**src/fee_pkg.sv**
```systemverilog
// fee_pkg: shared codes, header bytes and controller/datapath command types
// for the two-sector flash EEPROM emulation controller. No dependencies.
package fee_pkg;

    localparam logic [7:0] HDR_LIVE    = 8'h5F;
    localparam logic [7:0] HDR_FREE    = 8'hFF;
    localparam logic [7:0] HDR_RETIRED = 8'h0F;

    typedef enum logic [1:0] {
        OP_SCAN   = 2'd0,
        OP_READ   = 2'd1,
        OP_WRITE  = 2'd2,
        OP_FORMAT = 2'd3
    } t_op;

    typedef enum logic [2:0] {
        STS_OK   = 3'd0,
        STS_ADDR = 3'd1,
        STS_KEPT = 3'd2,
        STS_LOST = 3'd3,
        STS_FAIL = 3'd4
    } t_status;

    typedef enum logic [1:0] {
        CLS_OTHER = 2'd0,
        CLS_FREE  = 2'd1,
        CLS_LIVE  = 2'd2
    } t_cls;

    typedef struct packed {
        logic       fwe;
        logic [7:0] fwd;
        logic       rwe;
        logic [7:0] rwd;
        logic       gwe;
        logic [7:0] gwd;
    } t_dp_cmd;

    typedef struct packed {
        logic [7:0] frd;
        logic [7:0] rrd;
        logic [7:0] grd;
    } t_dp_stat;

    function automatic t_cls fn_class(input logic [7:0] h);
        t_cls c;
        if (h == HDR_FREE) c = CLS_FREE;
        else if (h == HDR_LIVE) c = CLS_LIVE;
        else c = CLS_OTHER;
        return c;
    endfunction

endpackage

```
**src/fee_ctrl.sv**
```systemverilog
// fee_ctrl: sequencer for scan, format, read, write commit, erase sweeps and
// the output register. Depends on fee_pkg; drives fee_dpath by commands.
module fee_ctrl #(
    parameter int DATA_BYTES   = 30,
    parameter int SECTOR_BYTES = 4096,
    localparam int REC = DATA_BYTES + 2,
    localparam int IMG = 2 * SECTOR_BYTES,
    localparam int IAW = $clog2(IMG),
    localparam int FAW = IAW + 1,
    localparam int RAW = $clog2(REC),
    localparam int GAW = $clog2(DATA_BYTES > 1 ? DATA_BYTES : 2)
) (
    input  logic               i_clk,
    input  logic               i_rst_n,
    input  logic               i_in_valid,
    output logic               o_in_ready,
    input  logic [1:0]         i_op,
    input  logic [7:0]         i_start_offset,
    input  logic [7:0]         i_byte_count,
    input  logic [7:0]         i_write_byte,
    input  logic               i_run_end,
    output logic               o_out_valid,
    input  logic               i_out_ready,
    output logic [7:0]         o_read_byte,
    output logic [2:0]         o_status,
    output logic               o_final_res,
    output logic [15:0]        o_record_position,
    output logic               o_was_formatted,
    output fee_pkg::t_dp_cmd   o_cmd,
    output logic [FAW-1:0]     o_fa,
    output logic [FAW-1:0]     o_fwa,
    output logic [RAW-1:0]     o_ra,
    output logic [RAW-1:0]     o_rwa,
    output logic [GAW-1:0]     o_ga,
    output logic [GAW-1:0]     o_gwa,
    input  fee_pkg::t_dp_stat  i_stat
);

    localparam int SWW = $clog2(IMG + 1);
    localparam int KW  = $clog2(REC + 1);
    localparam int CW  = $clog2(DATA_BYTES + 1);
    localparam int IW  = $clog2(SECTOR_BYTES) + 1;
    localparam logic VS  = ((SECTOR_BYTES % REC) == 0);
    localparam logic VFF = (IMG > 65535) && (((65535 - 2) % REC) == 0);

    typedef enum logic [5:0] {
        ST_CLR, ST_IDLE, ST_EMIT, ST_SW, ST_FM_0, ST_FM_H,
        ST_SC_0, ST_SC_1, ST_SC_2, ST_SC_3, ST_SC_4,
        ST_SS_A, ST_SS_B, ST_SS_C, ST_SS_END, ST_SC_FND, ST_SC_OK, ST_SC_FMT,
        ST_RR_START, ST_RR_CHK, ST_RR_B, ST_RR_C, ST_RR_NEXT,
        ST_RD_A, ST_RD_B, ST_RD_C,
        ST_W_START, ST_CP_0, ST_CP_A, ST_CP_B, ST_CP_C, ST_W_CHK,
        ST_MG_A, ST_MG_B, ST_MG_C, ST_W_NXT, ST_NX_A, ST_NX_B, ST_NX_C,
        ST_CM_1, ST_CM_2, ST_CM_3, ST_W_NEXT, ST_WF_1, ST_FF, ST_WF_P,
        ST_PR_A, ST_PR_B, ST_PR_C
    } t_state;

    typedef enum logic [1:0] {
        CHG_NONE  = 2'd0,
        CHG_TO_S0 = 2'd1,
        CHG_TO_S1 = 2'd2
    } t_chg;

    t_state r_state, n_state, r_sret, n_sret, r_fret, n_fret;
    t_state r_scret, n_scret, r_pret, n_pret;
    fee_pkg::t_dp_cmd r_cmd, n_cmd;
    logic [FAW-1:0] r_fa, n_fa, r_fwa, n_fwa, r_nxt, n_nxt, r_pb, n_pb;
    logic [RAW-1:0] r_ra, n_ra, r_rwa, n_rwa;
    logic [GAW-1:0] r_ga, n_ga, r_gwa, n_gwa;
    logic [SWW-1:0] r_swn, n_swn;
    logic [1:0]     r_hk, n_hk;
    logic [15:0]    r_live, n_live, r_cur, n_cur;
    logic           r_pvalid, n_pvalid, r_fmt, n_fmt;
    logic [CW-1:0]  r_stcnt, n_stcnt;
    logic [7:0]     r_off, n_off, r_cnt, n_cnt;
    fee_pkg::t_status r_est, n_est;
    fee_pkg::t_cls  r_c1, n_c1, r_c2, n_c2, s_c2;
    logic           r_u2, n_u2, r_spass, n_spass, r_scr, n_scr, r_pass, n_pass;
    logic [IW-1:0]  r_i, n_i;
    logic [KW-1:0]  r_k, n_k, r_kend, n_kend;
    logic           r_h0live, n_h0live, r_got, n_got, r_fail, n_fail;
    t_chg           r_chg, n_chg;
    logic [7:0]     r_hv, n_hv;
    logic           r_ov, n_ov, r_ofin, n_ofin, r_ofmt, n_ofmt;
    logic [7:0]     r_obyte, n_obyte;
    fee_pkg::t_status r_ost, n_ost;
    logic [15:0]    r_opos, n_opos;

    logic           s_free, s_bad;
    logic [FAW-1:0] s_base, s_inner, s_cur;
    logic [7:0]     s_frd;

    assign s_frd  = i_stat.frd;
    assign s_free = !r_ov || i_out_ready;
    assign s_bad  = ({1'b0, i_start_offset} + {1'b0, i_byte_count} > 9'(DATA_BYTES))
                    || (i_start_offset >= 8'(DATA_BYTES))
                    || (i_byte_count > 8'(DATA_BYTES));
    assign s_base = r_u2 ? FAW'(SECTOR_BYTES) : '0;
    assign s_cur  = FAW'(r_cur);
    assign s_inner = (s_cur >= FAW'(SECTOR_BYTES)) ? s_cur - FAW'(SECTOR_BYTES) : s_cur;
    assign s_c2   = fee_pkg::fn_class(s_frd);

    always_comb begin
        n_state = r_state; n_sret = r_sret; n_fret = r_fret; n_scret = r_scret;
        n_pret = r_pret;
        n_cmd = r_cmd; n_cmd.fwe = 1'b0; n_cmd.rwe = 1'b0; n_cmd.gwe = 1'b0;
        n_fa = r_fa; n_fwa = r_fwa; n_nxt = r_nxt; n_pb = r_pb;
        n_ra = r_ra; n_rwa = r_rwa; n_ga = r_ga; n_gwa = r_gwa;
        n_swn = r_swn; n_hk = r_hk; n_live = r_live; n_cur = r_cur;
        n_pvalid = r_pvalid; n_fmt = r_fmt; n_stcnt = r_stcnt;
        n_off = r_off; n_cnt = r_cnt; n_est = r_est; n_c1 = r_c1; n_c2 = r_c2;
        n_u2 = r_u2; n_spass = r_spass; n_scr = r_scr; n_pass = r_pass;
        n_i = r_i; n_k = r_k; n_kend = r_kend; n_h0live = r_h0live;
        n_got = r_got; n_fail = r_fail; n_chg = r_chg; n_hv = r_hv;
        n_ov = r_ov && !i_out_ready; n_ofin = r_ofin; n_ofmt = r_ofmt;
        n_obyte = r_obyte; n_ost = r_ost; n_opos = r_opos;

        unique case (r_state)
            ST_CLR: begin
                n_fa = '0; n_swn = SWW'(IMG); n_sret = ST_IDLE; n_state = ST_SW;
            end
            ST_SW: begin
                n_cmd.fwe = 1'b1; n_fwa = r_fa; n_cmd.fwd = fee_pkg::HDR_FREE;
                n_fa = r_fa + FAW'(1); n_swn = r_swn - SWW'(1);
                if (r_swn == SWW'(1)) n_state = r_sret;
            end
            ST_FM_0: begin
                n_fa = '0; n_swn = SWW'(IMG); n_sret = ST_FM_H; n_hk = '0;
                n_state = ST_SW;
            end
            ST_FM_H: begin
                n_cmd.fwe = 1'b1; n_fwa = FAW'(r_hk); n_cmd.fwd = fee_pkg::HDR_LIVE;
                n_hk = r_hk + 2'd1;
                if (r_hk == 2'd3) begin
                    n_live = 16'd2; n_pvalid = 1'b1; n_fmt = 1'b1; n_state = r_fret;
                end
            end
            ST_IDLE: begin
                if (i_in_valid) begin
                    n_fmt = 1'b0; n_off = i_start_offset; n_cnt = i_byte_count;
                    if (fee_pkg::t_op'(i_op) != fee_pkg::OP_WRITE) n_stcnt = '0;
                    unique case (fee_pkg::t_op'(i_op))
                        fee_pkg::OP_SCAN: begin
                            n_live = 16'hFFFF; n_pvalid = VFF; n_scret = ST_EMIT;
                            n_est = fee_pkg::STS_OK; n_state = ST_SC_0;
                        end
                        fee_pkg::OP_FORMAT: begin
                            n_fret = ST_EMIT; n_est = fee_pkg::STS_OK; n_state = ST_FM_0;
                        end
                        fee_pkg::OP_READ: begin
                            if (s_bad) begin
                                n_est = fee_pkg::STS_ADDR; n_state = ST_EMIT;
                            end else begin
                                n_pass = 1'b0; n_state = ST_RR_START;
                            end
                        end
                        fee_pkg::OP_WRITE: begin
                            if (r_stcnt < CW'(DATA_BYTES)) begin
                                n_cmd.gwe = 1'b1; n_gwa = r_stcnt[GAW-1:0];
                                n_cmd.gwd = i_write_byte; n_stcnt = r_stcnt + CW'(1);
                            end
                            if (i_run_end) begin
                                n_stcnt = '0;
                                if (s_bad) begin
                                    n_est = fee_pkg::STS_ADDR; n_state = ST_EMIT;
                                end else begin
                                    n_pass = 1'b0; n_state = ST_W_START;
                                end
                            end
                        end
                        default: n_state = ST_IDLE;
                    endcase
                end
            end
            ST_EMIT: begin
                if (s_free) begin
                    n_ov = 1'b1; n_obyte = '0; n_ost = r_est; n_ofin = 1'b1;
                    n_opos = r_live; n_ofmt = r_fmt; n_state = ST_IDLE;
                end
            end
            ST_SC_0: begin n_fa = '0; n_state = ST_SC_1; end
            ST_SC_1: n_state = ST_SC_2;
            ST_SC_2: begin
                n_c1 = fee_pkg::fn_class(s_frd); n_fa = FAW'(SECTOR_BYTES);
                n_state = ST_SC_3;
            end
            ST_SC_3: n_state = ST_SC_4;
            ST_SC_4: begin
                n_c2 = s_c2; n_i = IW'(2); n_spass = 1'b0;
                if (s_c2 == fee_pkg::CLS_LIVE) begin
                    n_u2 = 1'b1; n_state = ST_SS_A;
                end else if (r_c1 == fee_pkg::CLS_LIVE) begin
                    n_u2 = 1'b0; n_state = ST_SS_A;
                end else begin
                    n_fret = ST_SC_FMT; n_state = ST_FM_0;
                end
            end
            ST_SS_A: begin
                if (r_i >= IW'(SECTOR_BYTES)) n_state = ST_SS_END;
                else begin
                    n_fa = s_base + FAW'(r_i); n_state = ST_SS_B;
                end
            end
            ST_SS_B: n_state = ST_SS_C;
            ST_SS_C: begin
                if (s_frd == fee_pkg::HDR_LIVE) begin
                    n_live = 16'(s_base + FAW'(r_i));
                    n_pvalid = r_u2 ? VS : 1'b1;
                    n_state = ST_SC_FND;
                end else begin
                    n_i = r_i + IW'(REC); n_state = ST_SS_A;
                end
            end
            ST_SS_END: begin
                if (!r_spass && r_u2 && (r_c1 == fee_pkg::CLS_LIVE)) begin
                    n_u2 = 1'b0; n_spass = 1'b1; n_i = IW'(2); n_state = ST_SS_A;
                end else begin
                    n_fret = ST_SC_FMT; n_state = ST_FM_0;
                end
            end
            ST_SC_FND: begin
                n_swn = SWW'(SECTOR_BYTES); n_sret = ST_SC_OK;
                if (!r_u2 && (r_c2 != fee_pkg::CLS_FREE)) begin
                    n_fa = FAW'(SECTOR_BYTES); n_state = ST_SW;
                end else if (r_u2 && (r_c1 != fee_pkg::CLS_FREE)) begin
                    n_fa = '0; n_state = ST_SW;
                end else begin
                    n_state = ST_SC_OK;
                end
            end
            ST_SC_OK: begin n_scr = 1'b0; n_state = r_scret; end
            ST_SC_FMT: begin n_scr = 1'b1; n_state = r_scret; end
            ST_RR_START: begin
                if (!r_pvalid) begin
                    n_scret = ST_RR_CHK; n_state = ST_SC_0;
                end else begin
                    n_scr = 1'b0; n_state = ST_RR_CHK;
                end
            end
            ST_RR_CHK: begin
                if (r_scr) begin
                    n_scret = ST_RR_NEXT; n_state = ST_SC_0;
                end else begin
                    n_fa = FAW'(r_live); n_state = ST_RR_B;
                end
            end
            ST_RR_B: n_state = ST_RR_C;
            ST_RR_C: begin
                if (s_frd == fee_pkg::HDR_LIVE) begin
                    n_k = '0; n_est = fee_pkg::STS_OK;
                    n_state = (r_cnt == 8'd0) ? ST_EMIT : ST_RD_A;
                end else begin
                    n_scret = ST_RR_NEXT; n_state = ST_SC_0;
                end
            end
            ST_RR_NEXT: begin
                if (r_pass) begin
                    n_est = fee_pkg::STS_FAIL; n_state = ST_EMIT;
                end else begin
                    n_pass = 1'b1; n_state = ST_RR_START;
                end
            end
            ST_RD_A: begin
                n_fa = FAW'(r_live) + FAW'(2) + FAW'(r_off) + FAW'(r_k);
                n_state = ST_RD_B;
            end
            ST_RD_B: n_state = ST_RD_C;
            ST_RD_C: begin
                if (s_free) begin
                    n_ov = 1'b1; n_obyte = s_frd; n_ost = fee_pkg::STS_OK;
                    n_ofin = (8'(r_k) + 8'd1 == r_cnt); n_opos = r_live; n_ofmt = r_fmt;
                    n_k = r_k + KW'(1);
                    n_state = (8'(r_k) + 8'd1 == r_cnt) ? ST_IDLE : ST_RD_A;
                end
            end
            ST_W_START: begin
                n_got = 1'b0;
                if (!r_pvalid) begin
                    n_scret = ST_CP_0; n_state = ST_SC_0;
                end else begin
                    n_state = ST_CP_0;
                end
            end
            ST_CP_0: begin n_cur = r_live; n_k = '0; n_state = ST_CP_A; end
            ST_CP_A: begin n_fa = s_cur + FAW'(r_k); n_state = ST_CP_B; end
            ST_CP_B: n_state = ST_CP_C;
            ST_CP_C: begin
                n_cmd.rwe = 1'b1; n_rwa = r_k[RAW-1:0]; n_cmd.rwd = s_frd;
                if (r_k == '0) n_h0live = (s_frd == fee_pkg::HDR_LIVE);
                n_k = r_k + KW'(1);
                n_state = (r_k == KW'(REC - 1)) ? ST_W_CHK : ST_CP_A;
            end
            ST_W_CHK: begin
                n_k = '0; n_fail = 1'b0;
                if (r_h0live) begin
                    n_got = 1'b1;
                    n_state = (r_cnt == 8'd0) ? ST_W_NXT : ST_MG_A;
                end else begin
                    n_scret = ST_W_NEXT; n_state = ST_SC_0;
                end
            end
            ST_MG_A: begin n_ga = r_k[GAW-1:0]; n_state = ST_MG_B; end
            ST_MG_B: n_state = ST_MG_C;
            ST_MG_C: begin
                n_cmd.rwe = 1'b1; n_cmd.rwd = i_stat.grd;
                n_rwa = RAW'(8'd2 + r_off + 8'(r_k));
                n_k = r_k + KW'(1);
                if (8'(r_k) + 8'd1 == r_cnt) n_state = r_fail ? ST_WF_P : ST_W_NXT;
                else n_state = ST_MG_A;
            end
            ST_W_NXT: begin
                if (s_inner + FAW'(2 * REC) < FAW'(SECTOR_BYTES)) begin
                    n_chg = CHG_NONE; n_nxt = s_cur + FAW'(REC);
                end else if (s_cur >= FAW'(SECTOR_BYTES)) begin
                    n_chg = CHG_TO_S0; n_nxt = FAW'(2);
                end else begin
                    n_chg = CHG_TO_S1; n_nxt = FAW'(2 + SECTOR_BYTES);
                end
                n_state = ST_NX_A;
            end
            ST_NX_A: begin n_fa = r_nxt; n_state = ST_NX_B; end
            ST_NX_B: n_state = ST_NX_C;
            ST_NX_C: begin
                if (s_frd == fee_pkg::HDR_FREE) begin
                    n_live = 16'(r_nxt);
                    if (r_chg == CHG_TO_S0) n_pvalid = 1'b1;
                    else if (r_chg == CHG_TO_S1) n_pvalid = VS;
                    n_pb = r_nxt; n_k = '0; n_kend = KW'(REC); n_hv = fee_pkg::HDR_LIVE;
                    n_pret = ST_CM_1; n_state = ST_PR_A;
                end else begin
                    n_scret = ST_W_NEXT; n_state = ST_SC_0;
                end
            end
            ST_CM_1: begin
                n_k = '0; n_kend = KW'(2); n_hv = fee_pkg::HDR_LIVE; n_pret = ST_CM_2;
                n_pb = (r_chg == CHG_TO_S0) ? '0 : FAW'(SECTOR_BYTES);
                n_state = (r_chg != CHG_NONE) ? ST_PR_A : ST_CM_2;
            end
            ST_CM_2: begin
                n_pb = s_cur; n_k = '0; n_kend = KW'(2); n_hv = fee_pkg::HDR_RETIRED;
                n_pret = ST_CM_3; n_state = ST_PR_A;
            end
            ST_CM_3: begin
                n_est = fee_pkg::STS_OK; n_swn = SWW'(SECTOR_BYTES); n_sret = ST_EMIT;
                n_fa = (r_chg == CHG_TO_S0) ? FAW'(SECTOR_BYTES) : '0;
                n_state = (r_chg != CHG_NONE) ? ST_SW : ST_EMIT;
            end
            ST_W_NEXT: begin
                if (r_pass) begin
                    n_fret = ST_WF_1; n_state = ST_FM_0;
                end else begin
                    n_pass = 1'b1; n_state = ST_W_START;
                end
            end
            ST_WF_1: begin
                n_k = '0; n_fail = 1'b1;
                if (!r_got) n_state = ST_FF;
                else n_state = (r_cnt == 8'd0) ? ST_WF_P : ST_MG_A;
            end
            ST_FF: begin
                n_cmd.rwe = 1'b1; n_rwa = r_k[RAW-1:0]; n_cmd.rwd = fee_pkg::HDR_FREE;
                n_k = r_k + KW'(1);
                if (r_k == KW'(REC - 1)) begin
                    n_k = '0; n_state = (r_cnt == 8'd0) ? ST_WF_P : ST_MG_A;
                end
            end
            ST_WF_P: begin
                n_pb = FAW'(2); n_k = KW'(2); n_kend = KW'(REC); n_pret = ST_EMIT;
                n_est = r_got ? fee_pkg::STS_KEPT : fee_pkg::STS_LOST;
                n_state = ST_PR_A;
            end
            ST_PR_A: begin
                n_fa = r_pb + FAW'(r_k); n_ra = r_k[RAW-1:0]; n_state = ST_PR_B;
            end
            ST_PR_B: n_state = ST_PR_C;
            ST_PR_C: begin
                n_cmd.fwe = 1'b1; n_fwa = r_fa;
                n_cmd.fwd = s_frd & ((r_k < KW'(2)) ? r_hv : i_stat.rrd);
                n_k = r_k + KW'(1);
                n_state = (r_k + KW'(1) == r_kend) ? r_pret : ST_PR_A;
            end
            default: n_state = ST_IDLE;
        endcase
    end

    always_ff @(posedge i_clk) begin
        if (!i_rst_n) begin
            r_state <= ST_CLR; r_ov <= 1'b0; r_live <= 16'hFFFF; r_pvalid <= VFF;
            r_fmt <= 1'b0; r_stcnt <= '0; r_cmd <= '0;
        end else begin
            r_state <= n_state; r_ov <= n_ov; r_live <= n_live; r_pvalid <= n_pvalid;
            r_fmt <= n_fmt; r_stcnt <= n_stcnt; r_cmd <= n_cmd;
        end
        r_sret <= n_sret; r_fret <= n_fret; r_scret <= n_scret; r_pret <= n_pret;
        r_fa <= n_fa; r_fwa <= n_fwa; r_nxt <= n_nxt; r_pb <= n_pb;
        r_ra <= n_ra; r_rwa <= n_rwa; r_ga <= n_ga; r_gwa <= n_gwa;
        r_swn <= n_swn; r_hk <= n_hk; r_cur <= n_cur;
        r_off <= n_off; r_cnt <= n_cnt; r_est <= n_est; r_c1 <= n_c1; r_c2 <= n_c2;
        r_u2 <= n_u2; r_spass <= n_spass; r_scr <= n_scr; r_pass <= n_pass;
        r_i <= n_i; r_k <= n_k; r_kend <= n_kend; r_h0live <= n_h0live;
        r_got <= n_got; r_fail <= n_fail; r_chg <= n_chg; r_hv <= n_hv;
        r_ofin <= n_ofin; r_ofmt <= n_ofmt; r_obyte <= n_obyte; r_ost <= n_ost;
        r_opos <= n_opos;
    end

    assign o_in_ready        = (r_state == ST_IDLE);
    assign o_out_valid       = r_ov;
    assign o_read_byte       = r_obyte;
    assign o_status          = r_ost;
    assign o_final_res       = r_ofin;
    assign o_record_position = r_opos;
    assign o_was_formatted   = r_ofmt;
    assign o_cmd = r_cmd;
    assign o_fa  = r_fa;
    assign o_fwa = r_fwa;
    assign o_ra  = r_ra;
    assign o_rwa = r_rwa;
    assign o_ga  = r_ga;
    assign o_gwa = r_gwa;

    a_wr_range: assert property (@(posedge i_clk) disable iff (!i_rst_n)
        r_cmd.fwe |-> (r_fwa < FAW'(IMG)))
        else $error("flash write outside image");
    a_stcnt: assert property (@(posedge i_clk) disable iff (!i_rst_n)
        r_stcnt <= CW'(DATA_BYTES))
        else $error("staging count overflow");
    a_pos: assert property (@(posedge i_clk) disable iff (!i_rst_n)
        r_pvalid |-> (r_live >= 16'd2 && FAW'(r_live) < FAW'(IMG)))
        else $error("valid record position out of range");
    a_sweep: assert property (@(posedge i_clk) disable iff (!i_rst_n)
        (r_state == ST_SW) |-> (r_swn != '0))
        else $error("erase sweep with zero length");

endmodule
```
**config.mk**
```make
export PLATFORM = sky130hd
export DESIGN_NAME = fee_ctrl
export DESIGN_NICKNAME = d
export VERILOG_FILES = /design/src/fee_pkg.sv /design/src/fee_ctrl.sv
export SDC_FILE = /design/constraint.sdc
export NUM_CORES = 1
export LEC_CHECK = 0
export BUFFER_PORTS_ARGS = -buffer_cell sky130_fd_sc_hd__buf_2
export CAP_MARGIN = 10
export CELL_PAD_IN_SITES_DETAIL_PLACEMENT = 1
export CELL_PAD_IN_SITES_GLOBAL_PLACEMENT = 2
export CORE_ASPECT_RATIO = 1.5
export CORE_MARGIN = 2
export CORE_UTILIZATION = 35
export CTS_CLUSTER_DIAMETER = 100
export DETAILED_ROUTE_END_ITERATION = 8
export PLACE_DENSITY_LB_ADDON = 0.1
export SKIP_CTS_REPAIR_TIMING = 1
export SLEW_MARGIN = 20
export SYNTH_ARGS = -nofsm -noshare
export SYNTH_HDL_FRONTEND = slang
export SYNTH_SLANG_ARGS = --single-unit
export TNS_END_PERCENT = 5
```
**constraint.sdc**
```tcl
create_clock -name i_clk -period 3.6 [get_ports i_clk]
set_input_delay 0.72 -clock i_clk [delete_from_list [all_inputs] [get_ports i_clk]]
set_output_delay 0.72 -clock i_clk [all_outputs]
set_load 0.1 [all_outputs]
```
==> results of run 1 <==
## metal layers
metal,up-vias,share of wire,wire [um]
li1,5571,-,-
met1,6122,0.36,20200
met2,409,0.53,29300
met3,131,0.052,2880
met4,0,0.058,3200
met5,-,0,0
## placed cells by master (no fill, tap or decap), types with 20 or more instances in the layout
| cell | instances |
|---|---|
| a22oi_1 | 20 |
| nand3_1 | 49 |
| xnor2_1 | 35 |
| clkbuf_16 | 29 |
| edfxtp_1 | 201 |
| buf_2 | 159 |
| nand2_1 | 115 |
| and2_1 | 35 |
| dfxtp_1 | 56 |
| nand2b_1 | 22 |
| ha_1 | 51 |
| o21ai_0 | 62 |
| inv_1 | 56 |
| nor3_1 | 33 |
| buf_4 | 70 |
| xor2_1 | 35 |
| o211ai_1 | 22 |
| nor2b_1 | 21 |
| a21oi_1 | 86 |
| nor2_1 | 125 |
## final timing paths
| kind | endpoint | slack (ns) | depth (start not counted) |
|---|---|---|---|
| worst max-delay path | o_fa[10] | 0.27 | 15 |
| worst min-delay path | r_off[0] | 0.34 | 1 |
| worst max register to register | o_fa[10] | 0.27 | 15 |
| worst min register to register | o_was_formatted | 0.45 | 0 |
## cell families after synthesis
logic type | Yosys count
compound gates | 348
mux | 24
flops | 257
simple gates | 505
xor+xnor | 71
fa+ha+maj | 60
buf+inv | 134
## through the flow
step | cell area, um2 | instances | hold slack, ns | worst slack [ns]
final | 17000 | 2124 | 0.345 | 0.274
after global routing | 17000 | 2124 | 0.329 | -0.0295
after CTS | 17000 | 2123 | 0.314 | 0.259
after detailed placement | 16000 | 2069 | 0.442 | 0.275
after global placement | 16000 | 2069 | 0.428 | 0.322
after floorplan | 14400 | 1399 | 0.409 | 0.222
## sequential cells by signal, summed over array words and instances (netlist names), 14 cells and up
| signal | flops |
|---|---|
| r_cur | 14 |
| r_live | 15 |
| o_fa | 14 |
| o_cmd | 27 |
| r_swn | 14 |
| r_pb | 14 |
| o_record_position | 15 |
| r_nxt | 14 |
| o_fwa | 14 |
## area by class of cell
cell class	count	area, um2	area share
Multi-Input combinational cell	1008	6650	0.391
Clock inverter	24	223	0.0131
Tap cell	511	639	0.0376
Timing Repair Buffer	232	1370	0.0807
Inverter	62	233	0.0137
Sequential cell	257	7160	0.421
Clock buffer	30	729	0.0429
## report_power, final
part	switching, mW	internal (mW)
clock network	1.34	1.70
registers	0.464	3.94
logic	4.22	1.59
==> flow_metrics.py, run 1 <==
metrics = {
    "run_status": {
        "status": "finished clean",
    },
    "cells_and_area": {
        "antennaDiodeCount": 0,
        "final_util": 0.416,
        "drive_gt1_frac": 0.203,
        "syn2layout_area_growth_pct": 18.0,
        "nets": 1705,
        "final.fill_count": 4600,
    },
    "route": {
        "drt-total-wl_um": 55600,
        "vias": 12200,
        "postRouteAntennaNets": 0,
        "viasPerCell": 5.76,
        "wl_per_cell_um": 26.2,
        "drt-initial-drc-count": 682,
        "drc": 0,
        "first_pass_iters": 5,
    },
    "synthesis": {
        "synthTopCellsByCount": "edfxtp_1 (201), nor2_1 (127), nand2_1 (116), a21oi_1 (86), o21ai_0 (62)",
        "synth_edf_count": 201,
        "synthAdderAreaFrac": 0.0568,
        "synth_xor_area_frac": 0.0441,
        "yosysTopAreaCellShare": 0.419,
        "synthArstFlopShare": 0,
        "synth_fp_nets": 1514,
        "synth_compound_area_frac": 0.164,
        "synth.ff_latch_count": 257,
        "yosys.area_share.simple": 0.177,
        "syn_inst": 1399,
        "yosysWarnings": 0,
        "synth_top_area_cell": "edfxtp_1",
        "syn_area_um2": 14400,
        "synth.area.top_cells": "edfxtp_1 (42%), dfxtp_1 (7.8%), ha_1 (4.4%)",
        "avgSynthCellArea_um2": 10.3,
        "synth_top_family_by_area": "simple AND/OR/NAND/NOR gates",
        "synthMuxAreaShare": 0.0174,
        "ys.flop_type": "edfxtp_1",
        "synth.most_common_cell": "edfxtp_1",
        "ys_seq_area_frac": 0.497,
        "synth_cell_types": 88,
    },
    "worst_setup_path": {
        "critPathKind": "flop to flop",
        "arrival_ns": 3.64,
        "required_ns": 3.91,
        "crit_family": "compound AO/OA/AOI/OAI gates",
        "crit_path_top_delay_cell": "fa_1",
        "max_stage_delay_ns": 0.43,
        "r2r-start": "r_state[4]",
        "crit_top_cell": "nand2_1",
        "crit_path_max_fanout": 11,
        "worst_setup_path_end_kind": "flop",
        "crit_chain": "and4bb_2 > nand2_2 > inv_2 > buf_6 > nand2_1 > nand2_1 > inv_1 > fa_1 > nor2b_1 > o31ai_1 > a221oi_2 > nor2b_2 > a311oi_1 > a2111oi_1 > a21oi_1",
        "cp-startpoint": "r_state[4]",
        "path_buf_inv": 3,
        "cp-start-kind": "flop",
    },
    "sta": {
        "slew_headroom": 0.330,
        "drv_slew": 0,
        "finalSetupViolations": 0,
        "final-hold-violation-count": 0,
        "skew_ns": 0.0144,
        "finalCritPeriodShare": 0.924,
        "tightestPinTransition_ns": 1.00,
        "post-route-min-period_ns": 3.33,
        "fin_tns_setup_ns": 0,
        "fmax_mhz": 301,
    },
    "clocking": {
        "clk_latency_ns": 0.58,
        "clock-sinks": 257,
        "cts_tree": "built",
        "clk_pin_slew_ns": 0.07,
        "clock_path_buffers": 3,
        "cts_root_buffer": "clkbuf_16",
        "cts_buffers": 29,
        "htreeDepth": 1,
    },
    "place": {
        "hpwl_um": 42500,
        "gp_congestion": 0.937,
        "port_buffers": 160,
    },
    "die": {
        "die_x_um": 170,
        "die_y_um": 253,
        "rows": 91,
        "io_pins": 161,
        "core_um2": 40900,
        "die_area_um2": 42800,
        "start_util": 0.353,
    },
    "pwr": {
        "total_power_mw": 13.3,
        "p_leak_nw": 6.68,
        "powerDensity_nw_per_um2": 779,
        "peakVddDrop_mv": 0.436,
    },
    "global_route": {
        "use_met1": 0.281,
        "grt_max_degree": 38,
        "globalRouteMet3Util": 0.0376,
        "use_met2": 0.481,
        "grt_pass1_vias": 12800,
        "antenna_found_initial": 0,
        "grtUsageTotal": 0.259,
        "grt-busiest-layer": "met2",
        "grt_pass1_wl_um": 82200,
        "grt-ovfl-total": 0,
    },
    "min_path": {
        "min_path_type": "input pin to flop",
        "min_from": "i_start_offset[0]",
    },
    "run": {
        "maxCapViolCount": 0,
    },
}
(Power assumes the default switching activity.)
==> run 2: changes to the inputs <==
PLACE_DENSITY = 0.75   (was unset)
PLACE_DENSITY_LB_ADDON = unset   (was 0.1)
==> run 2 against run 1 <==
Effect of this change:
- total power shrank 0.56%
- design area shrank 0.36%
- critical path depth unchanged
- register-to-register slack got worse by 0.07 ns
- core utilization decreased by 0.15 points
- fmax is 2.1% lower
- hold slack better by 0.014 ns
- clock-buffer cell count rose by 5
- critical endpoint unchanged
==> flow_metrics.py, run 2 (synthesized netlist as in run 1, its figures left out) <==
metrics = {
    "run_status": {
        "status": "finished clean",
    },
    "worst_setup_path": {
        "r2r-start": "r_state[4]",
        "r2r_cells": 15,
        "arrival_ns": 3.70,
        "crit_path_max_fanout": 11,
        "cp-start-kind": "flop",
        "r2r_slack_ns": 0.20,
        "required_ns": 3.90,
        "worst_setup_path_end_kind": "flop",
        "rr_endpoint": "o_fa[10]",
        "critPathKind": "flop to flop",
    },
    "min_path": {
        "hold_path_end": "r_off[0]",
        "holdPathStages": 1,
        "min_path_type": "input pin to flop",
        "min_from": "i_start_offset[0]",
    },
    "sta": {
        "fin_tns_setup_ns": 0,
        "drv_slew": 0,
        "fmax_mhz": 294,
        "post-route-min-period_ns": 3.40,
        "finalSetupViolations": 0,
        "worst_slack_ns": 0.204,
        "finalCritPeriodShare": 0.943,
        "final-hold-violation-count": 0,
        "tightestPinTransition_ns": 0.948,
        "slew_headroom": 0.363,
        "rsz0062_at_grt": "false",
        "skew_ns": 0.0123,
    },
    "global_route": {
        "grt_pass1_vias": 13000,
        "antenna_found_initial": 1,
        "grtUsageTotal": 0.255,
        "grt_max_degree": 38,
        "grt_pass1_wl_um": 81800,
        "grt-ovfl-total": 0,
    },
    "route": {
        "drt-total-wl_um": 54900,
        "postRouteAntennaNets": 0,
        "drc": 0,
        "wl_per_cell_um": 25.9,
        "viasPerCell": 5.77,
        "vias": 12200,
        "first_pass_iters": 5,
        "drt-initial-drc-count": 673,
    },
    "pwr": {
        "p_int_mw": 7.19,
        "pwr-share-seq": 0.334,
        "peakVddDrop_mv": 0.454,
        "p_leak_nw": 6.68,
        "swShare": 0.455,
        "comb_power_share": 0.442,
        "powerDensity_nw_per_um2": 778,
        "power_switching_mw": 5.99,
        "p_clk_frac": 0.224,
    },
    "cells_and_area": {
        "fin_cells": 2120,
        "drive_gt1_frac": 0.199,
        "final_cell_mix": "edfxtp_1 (201), buf_2 (159), nor2_1 (126)",
        "nets": 1703,
        "final_common_cell": "edfxtp_1",
        "final-seq-area_um2": 7160,
        "antennaDiodeCount": 0,
        "multi_input_area_um2": 6640,
        "final.fill_count": 4597,
        "syn2layout_area_growth_pct": 17.6,
        "final_util": 0.415,
        "largest_register_ffs": 27,
    },
    "place": {
        "port_buffers": 160,
        "hpwl_um": 42100,
        "dp.cells": 2070,
        "gp_congestion": 0.949,
        "place_ws_ns": 0.210,
    },
    "die": {
        "io_pins": 161,
        "die_area_um2": 42800,
        "start_util": 0.353,
        "die_y_um": 253,
        "rows": 91,
        "core_um2": 40900,
        "die_x_um": 170,
    },
    "clocking": {
        "clock-sinks": 257,
        "cts_root_buffer": "clkbuf_16",
        "clk_pin_slew_ns": 0.07,
        "clock_path_buffers": 3,
        "cts_tree": "built",
        "clk_latency_ns": 0.57,
        "htreeDepth": 1,
        "cts_buffers": 27,
    },
    "run": {
        "maxCapViolCount": 0,
    },
}
-- run 2: cell types whose count changed in the layout (fill, tap and decap cells not counted), sizes merged --
| cell | delta |
|---|---|
| inv | +2 |
| bufinv | -1 |
| clkbuf | +5 |
| clkinv | -5 |
| clkinvlp | -5 |
-- run 2: critical path, cell delays in order, from the launching register on --
cell and delay, ns:
dfxtp_1 0.31, and4bb_2 0.32, nand2_1 0.13, inv_2 0.10, buf_4 0.20, nand2_1 0.08, nand2_1 0.08, inv_1 0.06
fa_1 0.44, nor2b_1 0.18, o31ai_1 0.14, a221oi_2 0.34, nor2b_1 0.19, a311oi_1 0.07, a2111oi_0 0.42, a21oi_1 0.08
-- run 2: how the worst max path moves through the flow --
| stage | startpoint | end | depth (start not counted) |
|---|---|---|---|
| after floorplan | r_state[4] | o_fa[12] | 17 |
| after global placement | r_k[0] | r_state[2] | 10 |
| after detailed placement | i_start_offset[2] | r_est[1] | 9 |
| after CTS | r_state[4] | o_fa[10] | 15 |
| after global routing | r_state[0] | o_fa[10] | 15 |
| final | r_state[4] | o_fa[10] | 15 |
-- run 2: power groups by stage --
stage,combinational [mW],clock [mW],sequential [mW]
final,5.82,2.95,4.40
after global routing,6.22,3.11,4.46
after floorplan,2.68,0,5.85
after CTS,5.84,3.02,4.40
after detailed placement,5.82,0,4.46
after global placement,5.72,0,4.44
-- run 2: per-stage QoR --
step / area, um2 / power (mW) / hold WS, ns
floorplan: 14400 / 8.53 / 0.409
detailed placement: 16000 / 10.3 / 0.447
global route: 16900 / 13.8 / 0.346
global placement: 16000 / 10.2 / 0.423
finish: 16900 / 13.2 / 0.358
CTS: 16900 / 13.3 / 0.336
-- run 2: metal layers --
metal  GRT usage  vias up  wire length [um]
met5           0        -                13
met4       0.148        2              3540
met3      0.0376      167              2830
met2       0.476      446             28900
met1       0.271     6034             19600
li1            -     5576                 -
-- run 2: final cells by class --
cell class              instances  area share
clock buffers                  35      0.0453
clock inverters                15     0.00879
inverters                      62      0.0137
well taps                     511      0.0377
repair buffers                232      0.0800
flip-flops and latches        257       0.422
multi-input cells            1008       0.392
